**src/hdl/ceos_pkg.sv**
```systemverilog
`timescale 1ns / 1ps
// ----------------------------------------------------------------------------
// ceos_pkg
// Shared sizes for the concave envelope outlier scan unit.
// ----------------------------------------------------------------------------
package ceos_pkg;

  // score storage and index sizes
  localparam int MAX_MODELS = 32;
  localparam int SCORE_W    = 48;
  localparam int IDX_W      = $clog2(MAX_MODELS);
  localparam int CNT_W      = $clog2(MAX_MODELS + 1);
  localparam int SCAN_W     = IDX_W + 1;

  // slope cross-multiplication sizes
  localparam int DIFF_W     = SCORE_W + 1;
  localparam int PROD_W     = DIFF_W + IDX_W + 1;

  // stream payload sizes
  localparam int IN_TDATA_W  = ((SCORE_W + 7) / 8) * 8;
  localparam int OUT_IDX_W   = 5;
  localparam int OUT_TDATA_W = ((OUT_IDX_W + 7) / 8) * 8;

  typedef logic signed [SCORE_W-1:0] score_t;
  typedef logic signed [DIFF_W-1:0]  diff_t;
  typedef logic signed [PROD_W-1:0]  prod_t;

endpackage

```
**src/hdl/concave_envelope_outlier_scan_unit.sv**
```systemverilog
`timescale 1ns / 1ps
// Scores load one per cycle while the unit is idle; the marked score starts the envelope walk.
// Walk: each envelope point loads its base and first candidate, then each further
// candidate is read, differenced, multiplied and compared, and each index is emitted.
// Throughput is set by the single read port of the score memory and the
// diff/multiply/compare sequence; no score is taken while a walk runs.
// Reset (rst_n low, synchronous) clears the run count, sequencer and output.
// ----------------------------------------------------------------------------
// concave_envelope_outlier_scan_unit
// Stores a run of Q32.16 scores and emits the indices that lie strictly under
// the upper concave envelope, then the final index with tlast.
// ----------------------------------------------------------------------------
module concave_envelope_outlier_scan_unit
  import ceos_pkg::*;
(
  input  logic                   clk,
  input  logic                   rst_n,
  // input stream
  input  logic                   in_tvalid,
  output logic                   in_tready,
  input  logic [IN_TDATA_W-1:0]  in_tdata,   // [47:0] score
  input  logic                   in_tlast,   // last_model
  // result stream
  output logic                   out_tvalid,
  input  logic                   out_tready,
  output logic [OUT_TDATA_W-1:0] out_tdata,  // [4:0] model_index, rest zero
  output logic                   out_tlast   // last
);

  // sequencer codes
  localparam logic [3:0] ST_IDLE  = 4'd0;
  localparam logic [3:0] ST_START = 4'd1;
  localparam logic [3:0] ST_LBASE = 4'd2;
  localparam logic [3:0] ST_LBEST = 4'd3;
  localparam logic [3:0] ST_READ  = 4'd4;
  localparam logic [3:0] ST_DIFF  = 4'd5;
  localparam logic [3:0] ST_MUL   = 4'd6;
  localparam logic [3:0] ST_CMP   = 4'd7;
  localparam logic [3:0] ST_EMIT  = 4'd8;
  localparam logic [3:0] ST_FINAL = 4'd9;

  // control registers
  logic [3:0]       state_r,    state_nxt;
  logic [CNT_W-1:0] count_r,    count_nxt;
  logic [IDX_W-1:0] final_r,    final_nxt;
  logic [IDX_W-1:0] cpt_r,      cpt_nxt;
  logic [IDX_W-1:0] best_r,     best_nxt;
  logic [SCAN_W-1:0] scan_r,    scan_nxt;
  logic             out_vld_r,  out_vld_nxt;

  // payload registers
  score_t                 base_r,       base_nxt;
  score_t                 best_score_r, best_score_nxt;
  score_t                 scan_score_r, scan_score_nxt;
  diff_t                  diff_scan_r,  diff_scan_nxt;
  diff_t                  diff_best_r,  diff_best_nxt;
  prod_t                  lhs_r,        lhs_nxt;
  prod_t                  rhs_r,        rhs_nxt;
  logic [OUT_IDX_W-1:0]   out_idx_r,    out_idx_nxt;
  logic                   out_last_r,   out_last_nxt;

  // memory port signals
  logic               ram_we;
  logic [IDX_W-1:0]   ram_raddr;
  logic [SCORE_W-1:0] ram_rdata;
  score_t             rd_score;

  logic               in_acc;
  logic               out_free;
  logic               room;
  logic [IDX_W-1:0]   run_best;
  logic [IDX_W-1:0]   run_scan;
  logic [SCAN_W-1:0]  scan_inc;
  logic [SCAN_W-1:0]  final_ext;

  assign in_tready = (state_r == ST_IDLE);
  assign in_acc    = in_tvalid && in_tready;
  assign out_free  = !out_vld_r || out_tready;
  assign room      = (count_r < CNT_W'(MAX_MODELS));
  assign ram_we    = in_acc && room;
  assign rd_score  = score_t'(ram_rdata);
  assign run_best  = best_r - cpt_r;
  assign run_scan  = scan_r[IDX_W-1:0] - cpt_r;
  assign scan_inc  = scan_r + SCAN_W'(1);
  assign final_ext = {1'b0, final_r};

  // score store
  ceos_ram #(
    .WIDTH (SCORE_W),
    .DEPTH (MAX_MODELS)
  ) u_score_ram (
    .clk     (clk),
    .wr_en   (ram_we),
    .wr_addr (count_r[IDX_W-1:0]),
    .wr_data (in_tdata[SCORE_W-1:0]),
    .rd_addr (ram_raddr),
    .rd_data (ram_rdata)
  );

  // read address select
  always_comb begin
    unique case (state_r)
      ST_START: ram_raddr = cpt_r;
      ST_LBASE: ram_raddr = cpt_r + IDX_W'(1);
      default:  ram_raddr = scan_r[IDX_W-1:0];
    endcase
  end

  // walk sequencer
  always_comb begin
    state_nxt      = state_r;
    count_nxt      = count_r;
    final_nxt      = final_r;
    cpt_nxt        = cpt_r;
    best_nxt       = best_r;
    scan_nxt       = scan_r;
    out_vld_nxt    = out_vld_r && !out_tready;
    base_nxt       = base_r;
    best_score_nxt = best_score_r;
    scan_score_nxt = scan_score_r;
    diff_scan_nxt  = diff_scan_r;
    diff_best_nxt  = diff_best_r;
    lhs_nxt        = lhs_r;
    rhs_nxt        = rhs_r;
    out_idx_nxt    = out_idx_r;
    out_last_nxt   = out_last_r;

    unique case (state_r)
      ST_IDLE: begin
        if (in_acc) begin
          if (room) begin
            count_nxt = count_r + CNT_W'(1);
            final_nxt = count_r[IDX_W-1:0];
          end else begin
            final_nxt = IDX_W'(MAX_MODELS - 1);
          end
          if (in_tlast) begin
            cpt_nxt = '0;
            if ((room && count_r == '0) || (!room && MAX_MODELS == 1)) begin
              state_nxt = ST_FINAL;
            end else begin
              state_nxt = ST_START;
            end
          end
        end
      end
      ST_START: begin
        state_nxt = ST_LBASE;
      end
      ST_LBASE: begin
        base_nxt  = rd_score;
        state_nxt = ST_LBEST;
      end
      ST_LBEST: begin
        best_score_nxt = rd_score;
        best_nxt       = cpt_r + IDX_W'(1);
        if ({1'b0, cpt_r} + SCAN_W'(2) > final_ext) begin
          scan_nxt  = {1'b0, cpt_r} + SCAN_W'(1);
          state_nxt = ST_EMIT;
        end else begin
          scan_nxt  = {1'b0, cpt_r} + SCAN_W'(2);
          state_nxt = ST_READ;
        end
      end
      ST_READ: begin
        state_nxt = ST_DIFF;
      end
      ST_DIFF: begin
        scan_score_nxt = rd_score;
        diff_scan_nxt  = DIFF_W'(rd_score) - DIFF_W'(base_r);
        diff_best_nxt  = DIFF_W'(best_score_r) - DIFF_W'(base_r);
        state_nxt      = ST_MUL;
      end
      ST_MUL: begin
        lhs_nxt   = prod_t'(diff_scan_r) * prod_t'($signed({1'b0, run_best}));
        rhs_nxt   = prod_t'(diff_best_r) * prod_t'($signed({1'b0, run_scan}));
        state_nxt = ST_CMP;
      end
      ST_CMP: begin
        if (lhs_r > rhs_r) begin
          best_nxt       = scan_r[IDX_W-1:0];
          best_score_nxt = scan_score_r;
        end
        if (scan_inc > final_ext) begin
          scan_nxt  = {1'b0, cpt_r} + SCAN_W'(1);
          state_nxt = ST_EMIT;
        end else begin
          scan_nxt  = scan_inc;
          state_nxt = ST_READ;
        end
      end
      ST_EMIT: begin
        if (scan_r < {1'b0, best_r}) begin
          if (out_free) begin
            out_vld_nxt  = 1'b1;
            out_idx_nxt  = OUT_IDX_W'(scan_r);
            out_last_nxt = 1'b0;
            scan_nxt     = scan_inc;
          end
        end else begin
          cpt_nxt = best_r;
          if (best_r == final_r) begin
            state_nxt = ST_FINAL;
          end else begin
            state_nxt = ST_START;
          end
        end
      end
      ST_FINAL: begin
        if (out_free) begin
          out_vld_nxt  = 1'b1;
          out_idx_nxt  = OUT_IDX_W'(final_r);
          out_last_nxt = 1'b1;
          count_nxt    = '0;
          state_nxt    = ST_IDLE;
        end
      end
      default: begin
        state_nxt = ST_IDLE;
      end
    endcase
  end

  // control state
  always_ff @(posedge clk) begin
    if (!rst_n) begin
      state_r   <= ST_IDLE;
      count_r   <= '0;
      final_r   <= '0;
      cpt_r     <= '0;
      best_r    <= '0;
      scan_r    <= '0;
      out_vld_r <= 1'b0;
    end else begin
      state_r   <= state_nxt;
      count_r   <= count_nxt;
      final_r   <= final_nxt;
      cpt_r     <= cpt_nxt;
      best_r    <= best_nxt;
      scan_r    <= scan_nxt;
      out_vld_r <= out_vld_nxt;
    end
  end

  // datapath and output payload
  always_ff @(posedge clk) begin
    base_r       <= base_nxt;
    best_score_r <= best_score_nxt;
    scan_score_r <= scan_score_nxt;
    diff_scan_r  <= diff_scan_nxt;
    diff_best_r  <= diff_best_nxt;
    lhs_r        <= lhs_nxt;
    rhs_r        <= rhs_nxt;
    out_idx_r    <= out_idx_nxt;
    out_last_r   <= out_last_nxt;
  end

  assign out_tvalid = out_vld_r;
  assign out_tdata  = OUT_TDATA_W'(out_idx_r);
  assign out_tlast  = out_last_r;

`ifndef SYNTHESIS
  // the best candidate always lies past the current envelope point
  a_best_ahead: assert property (@(posedge clk) disable iff (!rst_n)
    (state_r == ST_READ || state_r == ST_DIFF || state_r == ST_MUL ||
     state_r == ST_CMP || state_r == ST_EMIT) |-> (best_r > cpt_r))
    else $error("best point not ahead of envelope point");

  // candidates under test never pass the final index
  a_scan_range: assert property (@(posedge clk) disable iff (!rst_n)
    (state_r == ST_READ || state_r == ST_DIFF || state_r == ST_MUL ||
     state_r == ST_CMP) |-> (scan_r <= final_ext))
    else $error("candidate beyond final index");

  // issuing the final index clears the run count and raises out_tlast
  a_last_clears: assert property (@(posedge clk) disable iff (!rst_n)
    (state_r == ST_FINAL && out_free) |=> (count_r == '0 && out_tlast))
    else $error("final request without run count clear");

  // inner indices stay below the final index
  a_inner_below: assert property (@(posedge clk) disable iff (!rst_n)
    (out_vld_r && !out_last_r) |-> (out_idx_r < OUT_IDX_W'(final_r)))
    else $error("inner index not below final index");
`endif

endmodule

```
**src/hdl/ceos_ram.sv**
```systemverilog
`timescale 1ns / 1ps
// ----------------------------------------------------------------------------
// ceos_ram
// Generic single write port, single read port RAM with registered read data.
// ----------------------------------------------------------------------------
module ceos_ram #(
  parameter int  WIDTH = 48,
  parameter int  DEPTH = 32,
  localparam int AW    = $clog2(DEPTH)
) (
  input  logic             clk,
  input  logic             wr_en,
  input  logic [AW-1:0]    wr_addr,
  input  logic [WIDTH-1:0] wr_data,
  input  logic [AW-1:0]    rd_addr,
  output logic [WIDTH-1:0] rd_data
);

  logic [WIDTH-1:0] mem [DEPTH];

  // write port
  always_ff @(posedge clk) begin
    if (wr_en) begin
      mem[wr_addr] <= wr_data;
    end
  end

  // registered read port
  always_ff @(posedge clk) begin
    rd_data <= mem[rd_addr];
  end

endmodule

```
**config.mk**
```make
export PLATFORM = sky130hd
export DESIGN_NAME = concave_envelope_outlier_scan_unit
export DESIGN_NICKNAME = d
export VERILOG_FILES = /design/src/hdl/ceos_pkg.sv /design/src/hdl/concave_envelope_outlier_scan_unit.sv /design/src/hdl/ceos_ram.sv
export SDC_FILE = /design/constraint.sdc
export NUM_CORES = 2
export LEC_CHECK = 0
export BUFFER_PORTS_ARGS = -buffer_cell sky130_fd_sc_hd__buf_2
export CAP_MARGIN = 20
export CORE_MARGIN = 3
export CORE_UTILIZATION = 30
export CTS_CLUSTER_SIZE = 14
export DETAILED_ROUTE_END_ITERATION = 10
export GPL_TIMING_DRIVEN = 0
export MAX_ROUTING_LAYER = met4
export SYNTH_ARGS = -nofsm -noshare
export SYNTH_HDL_FRONTEND = slang
export SYNTH_SLANG_ARGS = --single-unit
```
**constraint.sdc**
```tcl
create_clock -name clk -period 16 [get_ports clk]
set_input_delay 3.2 -clock clk [delete_from_list [all_inputs] [get_ports clk]]
set_output_delay 3.2 -clock clk [all_outputs]
set_load 0.02 [all_outputs]
```
After elaboration in Yosys (flattened, before gate mapping):

Memory sizes are Yosys's and may differ from the RTL's. A register that Yosys moved wholly into a read port is not among the register bits.
Index checks and enable logic that the tools add are counted.

* reductions and logical operators: 21
* $mul: 2
* equality and inequality tests: 18
* add/sub/neg operators: 9
* multiplexer cells: 41
* magnitude comparators: 5

Operator list (number)
* multiplier 49 x 6 -> 55 bit: 2
* subtractor 48 x 48 -> 49 bit: 2
* one-hot mux 48 bit (2 select lines): 1
* > comparator 55 bit: 1
* two-way mux 48 bit: 1
* two-way mux 6 bit: 7
* two-way mux 5 bit: 8
* one-hot mux 4 bit (10 select lines): 1
* one-hot mux 5 bit (2 select lines): 4
* two-way mux 4 bit: 8
* one-hot mux 6 bit (3 select lines): 1
* equality test 4 x 3 -> 1 bit (second input constant): 4
* AND reduction 4 bit: 4
* adder 6 x 1 -> 6 bit (second input constant): 2
* > comparator 6 x 5 -> 1 bit: 2
* one-hot mux 6 bit (2 select lines): 1
* inequality test 2 bit (second input constant): 5
* subtractor 5 bit: 2
* equality test 4 x 2 -> 1 bit (second input constant): 2
* equality test 4 bit (second input constant): 2
* nonzero test 2 bit: 4
* two-way mux 1 bit: 7
* adder 5 x 1 -> 6 bit (second input constant): 1
* adder 5 x 2 -> 6 bit (second input constant): 1
* other kinds (15): 23

* memory bits (writable): 1536
* output and inout port bits: 11
* memories: 1
* register bits after elaboration: 390

Memory list
* u_score_ram.mem: depth 32, width 48, rd ports 1, clocked after memory_dff 1, wr ports 1, RTL line ceos_ram.sv:19 `logic [WIDTH-1:0] mem [DEPTH];`

Longest topological paths before layout:

* depth in word-level cells: 6
* gate-level depth with buffers: 27

By module:

A second synthesis with hierarchy kept.

* cells, all modules: 7385
* area, all modules: 99188.9 um^2

Modules (own cells, without submodules)
* ceos_ram: times used 1, area each 60724.5 um^2, cells an instance 3364, seq. area each 47085.2 um^2
* concave_envelope_outlier_scan_unit: times used 1, area each 38464.4 um^2, cells an instance 4021, seq. area each 11390.9 um^2

Worst setup path after synthesis:

No wires, ideal clock.

* path type: register -> register
* from: register state_r[1]
* to: register diff_best_r[0] (enable)
* data required time: 15.346 ns
* path buffers: 1
* setup slack: 8.565 ns
* cell stages (with the launch flop): 4
* arrival: 6.781 ns
* cell sequence: dfxtp_1 -> clkbuf_1 -> nand2b_1 -> nor2_1

* word-level cells in the longest chain between the ends: 1

RTL lines
* start: declaration: RTL line concave_envelope_outlier_scan_unit.sv:43 `logic [3:0] state_r, state_nxt;`
* start signal: assignment: RTL line concave_envelope_outlier_scan_unit.sv:235 `state_r <= state_nxt;`
* equality test 4 x 3 -> 1 bit: RTL line concave_envelope_outlier_scan_unit.sv:128 `unique case (state_r)`
* end signal: assignment: RTL line concave_envelope_outlier_scan_unit.sv:251 `diff_best_r <= diff_best_nxt;`
* end: declaration: RTL line concave_envelope_outlier_scan_unit.sv:56 `diff_t diff_best_r, diff_best_nxt;`

No other way between the ends.
A chain may end at the register's enable or synchronous reset.

Worst setup path after layout:

* from: register scan_r[0]
* to: register rhs_r[54] (data pin)

* word-level cells in the longest chain between the ends: 2

RTL lines
* start: declaration: RTL line concave_envelope_outlier_scan_unit.sv:48 `logic [SCAN_W-1:0] scan_r, scan_nxt;`
* start signal: assignment: RTL line concave_envelope_outlier_scan_unit.sv:240 `scan_r <= scan_nxt;`
* subtractor 5 bit: RTL line concave_envelope_outlier_scan_unit.sv:83 `assign run_scan = scan_r[IDX_W-1:0] - cpt_r;`
* multiplier 49 x 6 -> 55 bit: RTL line concave_envelope_outlier_scan_unit.sv:176 `rhs_nxt = prod_t'(diff_best_r) * prod_t'($signed({1'b0, run_scan}));`
* end signal: assignment: RTL line concave_envelope_outlier_scan_unit.sv:253 `rhs_r <= rhs_nxt;`
* end: declaration: RTL line concave_envelope_outlier_scan_unit.sv:58 `prod_t rhs_r, rhs_nxt;`

No other way between the ends.

==> impl_metrics.csv <==
group,metric,value,unit
sta,rsz0062_at_grt,"no",
cts,cts_max_level,4,
detailed_routing,wl,241,mm
detailed_routing,drc_errors,0,
yosys,synth_commonest_cells,"edfxtp_1, inv_1, ha_1",
pwr,vdd_drop_max,0.000119,V
sta,clock.fmax,0.117,GHz
placement,place_inst,11100,
cts,clkTransAtPathRegs,60,ps
yosys,syn_avg_cell_area,14.8,um^2
floorplanning,dieArea,335000,um^2
worst_setup_path,crit_fanout,10,
worst_setup_path,cp.arrival,9100,ps
placement,io_buffers,59,
yosys,synth-async-reset-ratio,0,%
worst_setup_path,setup.worst_path.class,"reg -> reg",
detailed_routing,post_drt_wl_per_cell,21.0,um
pwr,p_total,18.3,mW
cts,cts_max_path_buffers,3,
floorplanning,start_util,30.2,%
detailed_routing,drtIter0Drc,5036,
floorplanning,ioPinCount,64,
floorplanning,num_rows,209,
cts,clock-root-buffer,"clkbuf_16",
detailed_routing,viasPerCell,4.80,
placement,gp_routability_congestion,0.912,
floorplanning,core-area,325000,um^2
sta,hold_viol,0,
worst_setup_path,cp_top_family,"adder cells",
cts,cts_tree,"done",
detailed_routing,vias,55000,
yosys,yosysTopAreaCell,"edfxtp_1",
global_route,track_usage,14.7,%
sta,worstMarginPinSlew,1170,ps
worst_setup_path,required,16560,ps
worst_setup_path,startpoint_type,"flip-flop",
cts,post_cts_buffers,0,
floorplanning,die_y,578,um
sta,drv_slew,0,
cts,cts_resized,0,
worst_setup_path,cp-end-kind,"flip-flop",
global_route,overflow,0,
yosys,synthFlopType,"edfxtp_1",
sta,min_period_over_period,53.4,%
yosys,netlist_instances,6629,
run,maxCapViolations,0,
yosys,synth.most_common_cell,"edfxtp_1",
global_route,grt_max_degree,42,
sta,finalSetupViolCount,0,
worst_setup_path,cpMaxStageDelayCell,"xnor2_1",
global_route,antenna_found_initial,28,
global_route,grt_pass1_vias,57000,
yosys,synth_enable_flop_cells,1894,
worst_setup_path,cpPeakStageDelay,730,ps
finish,finalNonFillerCells,11500,
cts,clock_sinks,1974,
sta,fin_skew,64.6,ps
sta,final.setup.tns,0,ps
yosys,synthTopCellsByArea,"edfxtp_1, mux4_2, fa_1, ha_1, inv_1",
yosys,synth_area,98300,um^2
pwr,power_density,163,nW/um^2
yosys,synth-seq-cells,1974,
worst_setup_path,critPathMostFrequentCell,"inv_1",
cts,numCtsBuffers,190,
sta,fin_crit,8550,ps
finish,nets,7715,
cts,cts_hold_buf,0,
yosys,synth_warnings,0,
pwr,power.leakage,41.0,nW
finish,drive_above_1_share,14.4,%
floorplanning,die_width,578,um
detailed_routing,drtPass1Iterations,6,
worst_hold_path,hold_path_class,"reg -> reg",
global_route,grt_first_pass_wirelength,362,mm
outcome,status,"finished clean",
yosys,ys_types,80,
sta,slew_headroom,21.8,%
yosys,synth-seq-area-share,59.5,%
yosys,yosys.area.top_type_share,57.9,%
worst_setup_path,crit_buf_inv,7,
detailed_routing,drt.antenna.violating_nets,0,
placement,dp_hpwl,179,mm
finish,area_delta_synth_final,14.2,%
cts,insertion_delay,850,ps
power by group:
| part | leakage [nW] | switching (mW) | internal [mW] |
|---|---|---|---|
| combinational | 20.1 | 4.55 | 3.10 |
| clock | 3.01 | 1.98 | 2.48 |
| sequential | 17.8 | 0.134 | 6.08 |
| total | 41.0 | 6.66 | 11.7 |
routing by layer:
metal	global-route usage, %	wire, um	part of all wire (%)
met1	18.7	103000	43
met2	24.1	117000	49
met3	2.17	12700	5.3
met4	4.67	8020	3.3
met5	-	0	0
cell usage in the layout (no fill, tap or decap), types with 24 or more instances in the layout:
cell,n
a21o_1,145
a21oi_1,275
a31oi_1,31
and2_1,346
and3_1,24
buf_1,24
buf_12,73
buf_2,128
clkbuf_1,222
clkbuf_16,194
clkinv_1,39
clkinv_2,27
dfxtp_1,80
edfxtp_1,1894
fa_1,300
ha_1,394
inv_1,646
mux2_2,96
mux2i_1,104
mux4_2,384
nand2_1,351
nand2b_1,43
nand3_1,60
nand4_1,48
nor2_1,178
nor2_4,34
nor2b_1,178
nor3_1,25
o211ai_1,65
o21a_1,41
o21ai_0,143
o21ai_1,25
o21bai_1,27
xnor2_1,131
xor2_1,71
worst min-delay path, cell delays in order (launching register included):
cell and delay [ps]:
edfxtp_1 320, nand2_1 40, nand2_1 40
path summary, 6_finish.rpt:
path / slack (ps) / end / cells past startpoint / start
worst max-delay path: 7450 / rhs_r[54] / 27 / scan_r[0]
worst min-delay path: 480 / best_score_r[21] / 2 / scan_score_r[21]
worst max register to register: 7450 / rhs_r[54] / 27 / scan_r[0]
worst min register to register: 480 / best_score_r[21] / 2 / scan_score_r[21]
state kept, by name (all words and copies together) (netlist names), 48 cells and up:
name	cells
base_r	48
best_score_r	48
diff_best_r	49
diff_scan_r	49
lhs_r	55
rhs_r	55
scan_score_r	48
u_score_ram.mem	1536
u_score_ram.rd_data	48
layout make-up:
type / count / area (um^2)
Fill cell: 30800 / 213000
Sequential cell: 1974 / 58500
Multi-Input combinational cell: 3732 / 36500
Tap cell: 4325 / 5410
Clock buffer: 249 / 5150
Inverter: 648 / 2430
Timing Repair Buffer: 145 / 1980
Buffer: 277 / 1150
Clock inverter: 103 / 1090
Antenna cell: 7 / 17.5
through the flow:
step / hold WS, ps / cell area (um^2) / utilization [%] / setup WS, ps
4_1_cts: 481 / 112000 / 34.5 / 7500
6_report: 481 / 112000 / 34.5 / 7450
3_3_place_gp: 488 / 104000 / 32.0 / 6190
5_1_grt: 497 / 112000 / 34.5 / 7060
3_5_place_dp: 492 / 106000 / 32.6 / 7530
2_1_floorplan: 426 / 98300 / - / 8570
cell families (layout without fill, tap and decap cells):
logic type / after synthesis / after routing / share of synthesized area, %
xor gates and xnor gates: 202 / 202 / 1.80
buffers and inverters: 925 / 1422 / 3.64
AOI/OAI and AO/OA: 904 / 904 / 5.90
and+or+nand+nor: 1345 / 1345 / 7.07
DFF: 1974 / 1974 / 59.5
adders and majority gates: 694 / 694 / 11.1
muxes: 584 / 584 / 11.0
other: 1 / 10 / 0.00382
No activity file was read; power rests on OpenSTA's default activity.
